`src/design/brf_pkg.sv`:
```
// Shared constants and codes for the byte ring FIFO.
// No dependencies; imported by brf_ram and byte_ring_fifo_unit.
`default_nettype none

package brf_pkg;

    localparam int DEPTH_DEF     = 256;  // storage slots built
    localparam int MAX_BURST_DEF = 64;   // most bytes one get may return
    localparam int DATA_W        = 8;    // width of one stored byte
    localparam int CFG_W         = 9;    // width of the length register
    localparam int CNT_W         = 8;    // width of reported counts
    localparam int GET_W         = 7;    // width of the get count field
    localparam int MIN_LEN       = 2;    // shortest usable ring

    typedef enum logic [1:0] {
        OP_PUT   = 2'd0,
        OP_GET   = 2'd1,
        OP_FLUSH = 2'd2
    } op_t;

endpackage

`default_nettype wire

```
`src/design/brf_ram.sv`:
```
// Single-port-write, single-port-read byte store with registered read data.
// Depends on brf_pkg for the data width.
`default_nettype none

module brf_ram
    import brf_pkg::*;
#(
    parameter int DEPTH = DEPTH_DEF,
    parameter int AW    = $clog2(DEPTH)
) (
    input  wire logic              aclk,
    input  wire logic              wr_en,
    input  wire logic [AW-1:0]     wr_addr,
    input  wire logic [DATA_W-1:0] wr_data,
    input  wire logic              rd_en,
    input  wire logic [AW-1:0]     rd_addr,
    output logic      [DATA_W-1:0] rd_data
);

    logic [DATA_W-1:0] mem [DEPTH];

    always_ff @(posedge aclk) begin
        if (wr_en) begin
            mem[wr_addr] <= wr_data;
        end
    end

    // hold the last read word while no read is issued
    always_ff @(posedge aclk) begin
        if (rd_en) begin
            rd_data <= mem[rd_addr];
        end
    end

endmodule

`default_nettype wire

```
`src/design/byte_ring_fifo_unit.sv`:
```
// Byte ring FIFO top level: request decode, index control, result register.
// Depends on brf_pkg and brf_ram.
//
// channel  dir  handshake            payload
// s_       in   s_tvalid/s_tready    tuser: op; tdata: data_in, get_count
// m_       out  m_tvalid/m_tready    tuser: valid_res; tdata: data_out, used, free; tlast
// cfg_     in   cfg_valid/cfg_ready  cfg_data: ring_length
//
// Put, flush and unused codes each give one result; a put may follow a put every cycle while m_tready is high.
// A get of n bytes first issues a read of the registered byte store, then returns one byte
// per cycle while the output is not held; an empty get gives a single result.
// Reset clears indices and sets the length to DEPTH; the store is not cleared.
// m_tready low holds the result and pauses a running get; no request is taken during a get.
`default_nettype none

module byte_ring_fifo_unit
    import brf_pkg::*;
#(
    parameter int DEPTH     = DEPTH_DEF,
    parameter int MAX_BURST = MAX_BURST_DEF
) (
    input  wire logic             aclk,
    input  wire logic             aresetn,

    input  wire logic             s_tvalid,
    output logic                  s_tready,
    input  wire logic [15:0]      s_tdata,   // [7:0] data_in, [14:8] get_count, [15] zero
    input  wire logic [1:0]       s_tuser,   // [1:0] op

    output logic                  m_tvalid,
    input  wire logic             m_tready,
    output logic      [23:0]      m_tdata,   // [7:0] data_out, [15:8] used_count, [23:16] free_count
    output logic      [0:0]       m_tuser,   // [0] valid_res
    output logic                  m_tlast,

    input  wire logic             cfg_valid,
    output logic                  cfg_ready,
    input  wire logic [CFG_W-1:0] cfg_data
);

    localparam int IW  = $clog2(DEPTH);
    localparam int LW0 = $clog2(DEPTH + 1);
    localparam int LW  = (LW0 > CFG_W) ? LW0 : CFG_W;
    localparam int RW  = $clog2(MAX_BURST + 1);

    typedef enum logic {S_IDLE, S_GET} state_t;

    typedef struct packed {
        logic [DATA_W-1:0] data_out;
        logic              valid_res;
        logic              last;
        logic [CNT_W-1:0]  used;
        logic [CNT_W-1:0]  free;
    } res_t;

    function automatic logic [LW-1:0] used_of(input logic [IW-1:0] w, input logic [IW-1:0] r,
                                              input logic [LW-1:0] len);
        logic [LW-1:0] wl;
        logic [LW-1:0] rl;
        wl = LW'(w);
        rl = LW'(r);
        if (wl >= rl) begin
            return wl - rl;
        end
        return (len - rl) + wl;
    endfunction

    function automatic logic [IW-1:0] next_idx(input logic [IW-1:0] idx,
                                               input logic [LW-1:0] len);
        logic [LW-1:0] t;
        t = LW'(idx) + LW'(1);
        if (t >= len) begin
            return '0;
        end
        return IW'(t);
    endfunction

    state_t        state_reg, state_next;
    logic [LW-1:0] len_reg, len_next;
    logic [IW-1:0] rd_idx_reg, rd_idx_next;
    logic [IW-1:0] wr_idx_reg, wr_idx_next;
    logic [RW-1:0] rem_reg, rem_next;
    logic          m_valid_reg;
    res_t          res_reg, res_next;

    logic              out_free, in_fire, cfg_fire, load;
    logic [LW-1:0]     used_cur, free_cur, used_nx, free_nx, want, n_get, cfg_len;
    logic              ram_wr_en, ram_rd_en;
    logic [IW-1:0]     ram_rd_addr;
    logic [DATA_W-1:0] ram_rd_data;
    op_t               op;

    assign out_free  = !m_valid_reg || m_tready;
    assign cfg_ready = (state_reg == S_IDLE);
    assign s_tready  = (state_reg == S_IDLE) && out_free && !cfg_valid;
    assign in_fire   = s_tvalid && s_tready;
    assign cfg_fire  = cfg_valid && cfg_ready;
    assign op        = op_t'(s_tuser);

    assign used_cur = used_of(wr_idx_reg, rd_idx_reg, len_reg);
    assign free_cur = len_reg - used_cur - LW'(1);
    assign want     = (LW'(s_tdata[14:8]) > LW'(MAX_BURST)) ? LW'(MAX_BURST)
                                                            : LW'(s_tdata[14:8]);
    assign n_get    = (used_cur < want) ? used_cur : want;

    always_comb begin
        cfg_len = LW'(cfg_data);
        if (cfg_len < LW'(MIN_LEN)) begin
            cfg_len = LW'(MIN_LEN);
        end else if (cfg_len > LW'(DEPTH)) begin
            cfg_len = LW'(DEPTH);
        end
    end

    always_comb begin
        state_next  = state_reg;
        len_next    = len_reg;
        rd_idx_next = rd_idx_reg;
        wr_idx_next = wr_idx_reg;
        rem_next    = rem_reg;
        load        = 1'b0;
        ram_wr_en   = 1'b0;
        ram_rd_en   = 1'b0;
        ram_rd_addr = rd_idx_reg;
        res_next    = '0;
        res_next.last = 1'b1;

        case (state_reg)
            S_IDLE: begin
                if (cfg_fire) begin
                    // a new length empties the ring
                    len_next    = cfg_len;
                    rd_idx_next = '0;
                    wr_idx_next = '0;
                end else if (in_fire) begin
                    case (op)
                        OP_PUT: begin
                            load = 1'b1;
                            if (free_cur != '0) begin
                                ram_wr_en          = 1'b1;
                                wr_idx_next        = next_idx(wr_idx_reg, len_reg);
                                res_next.valid_res = 1'b1;
                            end
                        end
                        OP_GET: begin
                            if (n_get == '0) begin
                                load = 1'b1;
                            end else begin
                                ram_rd_en  = 1'b1;
                                rem_next   = RW'(n_get);
                                state_next = S_GET;
                            end
                        end
                        OP_FLUSH: begin
                            load               = 1'b1;
                            rd_idx_next        = wr_idx_reg;
                            res_next.valid_res = 1'b1;
                        end
                        default: begin
                            load = 1'b1;
                        end
                    endcase
                end
            end
            S_GET: begin
                if (out_free) begin
                    load               = 1'b1;
                    res_next.data_out  = ram_rd_data;
                    res_next.valid_res = 1'b1;
                    res_next.last      = (rem_reg == RW'(1));
                    rd_idx_next        = next_idx(rd_idx_reg, len_reg);
                    rem_next           = rem_reg - RW'(1);
                    if (rem_reg == RW'(1)) begin
                        state_next = S_IDLE;
                    end else begin
                        // fetch the following byte while this one goes out
                        ram_rd_en   = 1'b1;
                        ram_rd_addr = rd_idx_next;
                    end
                end
            end
            default: begin
                state_next = S_IDLE;
            end
        endcase

        used_nx       = used_of(wr_idx_next, rd_idx_next, len_reg);
        free_nx       = len_reg - used_nx - LW'(1);
        res_next.used = used_nx[CNT_W-1:0];
        res_next.free = free_nx[CNT_W-1:0];
    end

    always_ff @(posedge aclk) begin
        if (!aresetn) begin
            state_reg   <= S_IDLE;
            len_reg     <= LW'(DEPTH);
            rd_idx_reg  <= '0;
            wr_idx_reg  <= '0;
            rem_reg     <= '0;
            m_valid_reg <= 1'b0;
        end else begin
            state_reg  <= state_next;
            len_reg    <= len_next;
            rd_idx_reg <= rd_idx_next;
            wr_idx_reg <= wr_idx_next;
            rem_reg    <= rem_next;
            if (load) begin
                m_valid_reg <= 1'b1;
                res_reg     <= res_next;
            end else if (m_tready) begin
                m_valid_reg <= 1'b0;
            end
        end
    end

    brf_ram #(
        .DEPTH (DEPTH),
        .AW    (IW)
    ) u_ram (
        .aclk    (aclk),
        .wr_en   (ram_wr_en),
        .wr_addr (wr_idx_reg),
        .wr_data (s_tdata[DATA_W-1:0]),
        .rd_en   (ram_rd_en),
        .rd_addr (ram_rd_addr),
        .rd_data (ram_rd_data)
    );

    assign m_tvalid   = m_valid_reg;
    assign m_tdata    = {res_reg.free, res_reg.used, res_reg.data_out};
    assign m_tuser[0] = res_reg.valid_res;
    assign m_tlast    = res_reg.last;

`ifndef ASSERT_OFF
    a_idx_in_ring: assert property (@(posedge aclk) disable iff (!aresetn)
        (LW'(rd_idx_reg) < len_reg) && (LW'(wr_idx_reg) < len_reg))
        else $error("ring index beyond length");

    a_used_bound: assert property (@(posedge aclk) disable iff (!aresetn)
        used_cur < len_reg)
        else $error("used count reaches ring length");

    a_get_remaining: assert property (@(posedge aclk) disable iff (!aresetn)
        (state_reg == S_GET) |-> (rem_reg != '0))
        else $error("get running with nothing left");

    a_get_holds_wr: assert property (@(posedge aclk) disable iff (!aresetn)
        (state_reg == S_GET) |=> $stable(wr_idx_reg) && $stable(len_reg))
        else $error("write side moved during a get");

    a_get_ends: assert property (@(posedge aclk) disable iff (!aresetn)
        (state_reg == S_GET && out_free && rem_reg == RW'(1))
        |=> (state_reg == S_IDLE) && m_tvalid && m_tlast)
        else $error("get did not finish on its last byte");
`endif

endmodule

`default_nettype wire
```
`config.mk`:
```
export PLATFORM = sky130hd
export DESIGN_NAME = byte_ring_fifo_unit
export DESIGN_NICKNAME = d
export VERILOG_FILES = /design/src/design/brf_pkg.sv /design/src/design/brf_ram.sv /design/src/design/byte_ring_fifo_unit.sv
export SDC_FILE = /design/constraint.sdc
export NUM_CORES = 2
export LEC_CHECK = 0
export BUFFER_PORTS_ARGS = -buffer_cell sky130_fd_sc_hd__clkbuf_2
export CAP_MARGIN = 20
export CORE_AREA = 5 5 606 608
export CTS_CLUSTER_DIAMETER = 100
export CTS_CLUSTER_SIZE = 12
export DETAILED_ROUTE_END_ITERATION = 6
export DIE_AREA = 0 0 611 613
export HOLD_SLACK_MARGIN = 0.03
export PLACE_DENSITY_LB_ADDON = 0.3
export SETUP_SLACK_MARGIN = 0.2
export SYNTH_ARGS = -nofsm -noshare
export SYNTH_HDL_FRONTEND = slang
export SYNTH_SLANG_ARGS = --single-unit
```
`constraint.sdc`:
```
create_clock -name aclk -period 13.2 [get_ports aclk]
set_input_delay 0.66 -clock aclk [delete_from_list [all_inputs] [get_ports aclk]]
set_output_delay 0.66 -clock aclk [all_outputs]
set_load 0.02 [all_outputs]
```
==> results by stage <==
Run status:
- The flow ran to the end, and the final reports show no timing, DRC or antenna violations.

GRT:
- Entering global routing, the biggest net connects 167 pins.
- The number of antenna violations at the first check in global routing is 15.
- The global-route wire length before repair is 405.3 mm.
- Global routing used 14.42% of the available tracks.
- After global routing the overflow that remains totals 0.
- The via count of the first global-routing pass is 56940.

Floorplan:
- The initial cell density of the core is 24.90%.
- The number of placement rows is 221.
- From left edge to right edge, the die measures 611 µm.
- The I/O pin total is 61.
- The floorplan step defined a core boundary enclosing 361100 µm².
- The die covers 374500 µm².
- The die is 613 µm tall.

Worst setup path:
- The capture instance of the worst register-to-register path is m_tdata[23]$_DFFE_PP_.
- The worst setup path is captured at a flip-flop.
- The worst register-to-register path begins at len_reg[3]$_SDFFE_PN0P_.
- The worst-case reg-to-reg path depth is 35.
- The type of element launching the critical path is a flip-flop.
- The reg2reg setup slack is 2.00 ns.
- The required time of the critical path is 13.81 ns.
- The highest-delay cell along the critical path is sky130_fd_sc_hd__fa_1.
- The setup path with the least slack is of type reg -> reg.
- The highest cell delay on the worst timing path is 0.71 ns.
- The maximum fanout along the worst path is 20.
- The cell repeated most along the worst path is sky130_fd_sc_hd__ha_1.
- The signal arrival time at the worst endpoint is 11.81 ns.

STA:
- The hold violation count in the final report is 0.
- The worst relative slew slack is 15.38%.
- The number of slew-limit violations in the final report was 0.
- The actual slew at the worst max-slew pin is 1.266 ns.
- The total negative slack is 0 ns.
- The final clock period utilization by the worst path is 84.87%.
- The smallest hold slack is 0.1571 ns.
- The time the worst path needs with I/O delays and setup is 11.20 ns.
- Setup violations remaining at the end of the flow were counted as 0.
- The maximum clock frequency is 89.26 MHz.
- Setup repair after global routing left no endpoint under its margin.
- The worst clock skew on the final layout is 0.05142 ns.

Pwr:
- The leakage power is 32.04 nW.
- Total power for the finished layout comes to 0.01289 W.
- For this design the ratio of total power to cell area is 128.3 nW/µm².
- Internal power comes to 0.01014 W.
- VDD sags by at most 0.1434 mV.
- Net switching is 21.28% of the power.
- For this design the total switching power over the nets is 0.002742 W.
- The sequential share of power is 57.3%.
- The fraction of power consumed by combinational cells is 3.2%.
- The proportion of power drawn by the clock network is 39.4%.

Placement:
- The number of buffers added on ports is 59.
- Summed over all nets, the half-perimeter wirelength after detailed placement is 163.0 mm.
- Once placement finished, the instance area stood at 95110 µm².
- The last weighted congestion value of the routability-driven placer is 0.8585.

Synthesis:
- The post-synthesis register bit count is 2116.
- The proportion of synthesized flip-flops having asynchronous set or reset is 0%.
- Counting distinct cell types in the post-synthesis netlist gives 98.
- Averaged over all synthesized cells, the footprint is 12.82 µm².
- The number of warnings issued by yosys is 0.
- The sequential-to-total area share from yosys stat is 70.29%.
- The area of the mapped netlist is 89910 µm².
- The number of nets handed over by synthesis was 7135.
- In this run, synthesis inferred 2082 flip-flops with an integrated enable.
- In the synthesized netlist the dominant register cell turns out to be sky130_fd_sc_hd__edfxtp_1.
- In the synthesized netlist, the number of instances is 7014.

Final layout:
- Cells with a size suffix above 1 make up 6.782% of the layout.
- The register with the most flip-flops in the layout has 2048 of them.
- The final design area excluding fillers is 100400 µm².
- The number of nets in the layout is 6988.
- The area added between synthesis and finish is 11.68%.

Clock tree:
- The CTS buffer count is 195.
- Hold repair after CTS inserted 5 buffers.
- The clock passes through at most 3 buffers.
- The clock net in this run drives a total of 2116 sinks.
- The root buffer cell is sky130_fd_sc_hd__clkbuf_16.
- The number of levels the H-tree was split into is 4.
- Buffers added to address setup during post-CTS repair amount to 0.
- The number of instances resized during post-cts repair is 0.
- TritonCTS built the clock tree.
- The clock-pin slew of the registers on the worst-case setup and hold paths is 0.06 ns.
- The later pin in the worst-skew pair is clocked with a latency of 0.87 ns.

Min path:
- The instance count along the most critical hold path is 3.
- The destination of the worst hold path is len_reg[8]$_SDFFE_PN1P_.
- In this run the most critical hold path is launched from cfg_data[8].
- The worst hold path belongs to the class in -> reg.

Detailed routing:
- The detailed router put a total of 125.2 mm of wire on met1.
- After detailed routing, the number of vias per cell comes to 5.003.
- Once detail routing completed, the nets flagged for antenna violations numbered 0.
- The uppermost signal routing layer after detailed routing is met5.
- Summing over every cut layer, the via total after detailed routing is 58540.
- The iteration-0 DRC count of the detailed router is 6422.
- The routed length on met2 is 126.4 mm.
- For this block, the routed nets add up to 279.1 mm of wire.
- The wire length per cell is 23.85 µm.
- For this run, the detailed router's first-pass iteration total came to 6.
- After detailed routing, the met3 layer carries 19.70 mm of wire.
- The number of design rule violations left after detail routing is 0.

Job:
- The number of violations of the max-capacitance limit is 0.
[critical path, delay by kind of cell, from the launching register on]
family	cells	cell delay, ns
adders and majority gates	6	2.50
AOI/OAI and AO/OA	17	4.62
and+or+nand+nor	8	2.34
buffers and inverters	3	0.71
muxes	1	0.19
DFF	1	0.55
[layout make-up]
cell class              instances  area, µm²
flip-flops and latches       2116      63200
inverters                      85      326.6
diodes                          6      15.01
fillers                     36780     260700
multi-input cells            4293      24200
clock inverters                16      252.7
repair buffers                176       1429
well taps                    4794       5998
clock buffers                 215       4986
[power groups by stage]
stage | sequential [W] | clock (W) | combinational (W)
after floorplan | 0.00753 | 0 | 0.000190
after global placement | 0.00753 | 0 | 0.000410
after detailed placement | 0.00753 | 0 | 0.000415
after CTS | 0.00739 | 0.00520 | 0.000417
after global routing | 0.00739 | 0.00544 | 0.000450
final | 0.00739 | 0.00508 | 0.000414
[cells in the mapped netlist, types with 11 or more instances]
cell type | count | area share, %
sky130_fd_sc_hd__dfxtp_1 | 34 | 0.76
sky130_fd_sc_hd__clkbuf_1 | 213 | 0.89
sky130_fd_sc_hd__o21a_1 | 12 | 0.10
sky130_fd_sc_hd__and2_1 | 14 | 0.097
sky130_fd_sc_hd__buf_4 | 17 | 0.14
sky130_fd_sc_hd__o21ai_0 | 45 | 0.25
sky130_fd_sc_hd__nand3_1 | 608 | 3.4
sky130_fd_sc_hd__ha_1 | 71 | 0.99
sky130_fd_sc_hd__nand4_1 | 29 | 0.20
sky130_fd_sc_hd__nor2_1 | 350 | 1.5
sky130_fd_sc_hd__a221oi_1 | 62 | 0.60
sky130_fd_sc_hd__nand2b_1 | 12 | 0.083
sky130_fd_sc_hd__nand2_1 | 1556 | 6.5
sky130_fd_sc_hd__a311o_1 | 13 | 0.14
sky130_fd_sc_hd__a21oi_1 | 104 | 0.58
sky130_fd_sc_hd__edfxtp_1 | 2082 | 70
sky130_fd_sc_hd__buf_2 | 200 | 1.1
sky130_fd_sc_hd__a31oi_1 | 158 | 1.1
sky130_fd_sc_hd__a311oi_1 | 228 | 2.2
sky130_fd_sc_hd__a211oi_1 | 208 | 1.7
sky130_fd_sc_hd__a21o_1 | 17 | 0.14
sky130_fd_sc_hd__and3_1 | 296 | 2.1
sky130_fd_sc_hd__buf_1 | 80 | 0.33
sky130_fd_sc_hd__nor2b_1 | 11 | 0.077
sky130_fd_sc_hd__mux2i_1 | 101 | 1.1
sky130_fd_sc_hd__nor3_1 | 42 | 0.23
sky130_fd_sc_hd__inv_1 | 77 | 0.32
sky130_fd_sc_hd__nor4_1 | 21 | 0.15
sky130_fd_sc_hd__fa_1 | 18 | 0.40
sky130_fd_sc_hd__o22ai_1 | 29 | 0.20
sky130_fd_sc_hd__a2111oi_0 | 72 | 0.70
sky130_fd_sc_hd__xnor2_1 | 36 | 0.35
[layer usage]
layer	GRT usage, %	up-vias
met5	0	-
met4	4.236	2
met3	2.187	407
met2	22.66	2190
met1	20.58	29860
li1	-	26070
[cells by family (layout without fill, tap and decap cells)]
group / after synthesis / count (layout) / share of synthesized area, %
and+or+nand+nor: 2994 / 2994 / 14.79
DFF: 2116 / 2116 / 70.29
AOI/OAI and AO/OA: 1054 / 1054 / 8.865
buffers and inverters: 605 / 492 / 2.967
muxes: 107 / 107 / 1.212
adders and majority gates: 94 / 94 / 1.446
xor gates and xnor gates: 44 / 44 / 0.4286
other: 0 / 6 / 0
[worst max-delay path by stage]
stage	startpoint	end	slack [ns]	cells after the start
after floorplan	len_reg[3]$_SDFFE_PN0P_	m_tdata[23]$_DFFE_PP_	4.29	38
after global placement	len_reg[2]$_SDFFE_PN0P_	m_tdata[23]$_DFFE_PP_	2.04	35
after detailed placement	len_reg[3]$_SDFFE_PN0P_	m_tdata[23]$_DFFE_PP_	2.06	35
after CTS	len_reg[3]$_SDFFE_PN0P_	m_tdata[23]$_DFFE_PP_	2.04	35
after global routing	len_reg[3]$_SDFFE_PN0P_	m_tdata[23]$_DFFE_PP_	1.19	35
final	len_reg[3]$_SDFFE_PN0P_	m_tdata[23]$_DFFE_PP_	2.00	35
[through the flow]
| stage | utilization, % | worst slack, ns | cells |
|---|---|---|---|
| 2_1_floorplan | - | 4.288 | 7014 |
| 3_3_place_gp | 26.34 | 2.041 | 11460 |
| 3_5_place_dp | 26.34 | 2.064 | 11460 |
| 4_1_cts | 27.80 | 2.044 | 11700 |
| 5_1_grt | 27.80 | 1.194 | 11700 |
| 6_report | 27.80 | 1.997 | 11700 |
[cell usage in the layout (no fill, tap or decap), types with 40 or more instances in the layout]
master                      synthesis  final
sky130_fd_sc_hd__edfxtp_1        2082   2082
sky130_fd_sc_hd__nand2_1         1556   1541
sky130_fd_sc_hd__nand3_1          608    608
sky130_fd_sc_hd__nor2_1           350    350
sky130_fd_sc_hd__and3_1           296    296
sky130_fd_sc_hd__a311oi_1         228    228
sky130_fd_sc_hd__a211oi_1         208    208
sky130_fd_sc_hd__clkbuf_16          0    196
sky130_fd_sc_hd__a31oi_1          158    156
sky130_fd_sc_hd__a21oi_1          104    103
sky130_fd_sc_hd__mux2i_1          101    101
sky130_fd_sc_hd__buf_4             17     99
sky130_fd_sc_hd__inv_1             77     77
sky130_fd_sc_hd__ha_1              71     71
sky130_fd_sc_hd__a2111oi_0         72     67
sky130_fd_sc_hd__a221oi_1          62     62
sky130_fd_sc_hd__clkbuf_2           0     51
sky130_fd_sc_hd__o21ai_0           45     45
sky130_fd_sc_hd__nor3_1            42     40
Power figures use the tool's default switching activity.
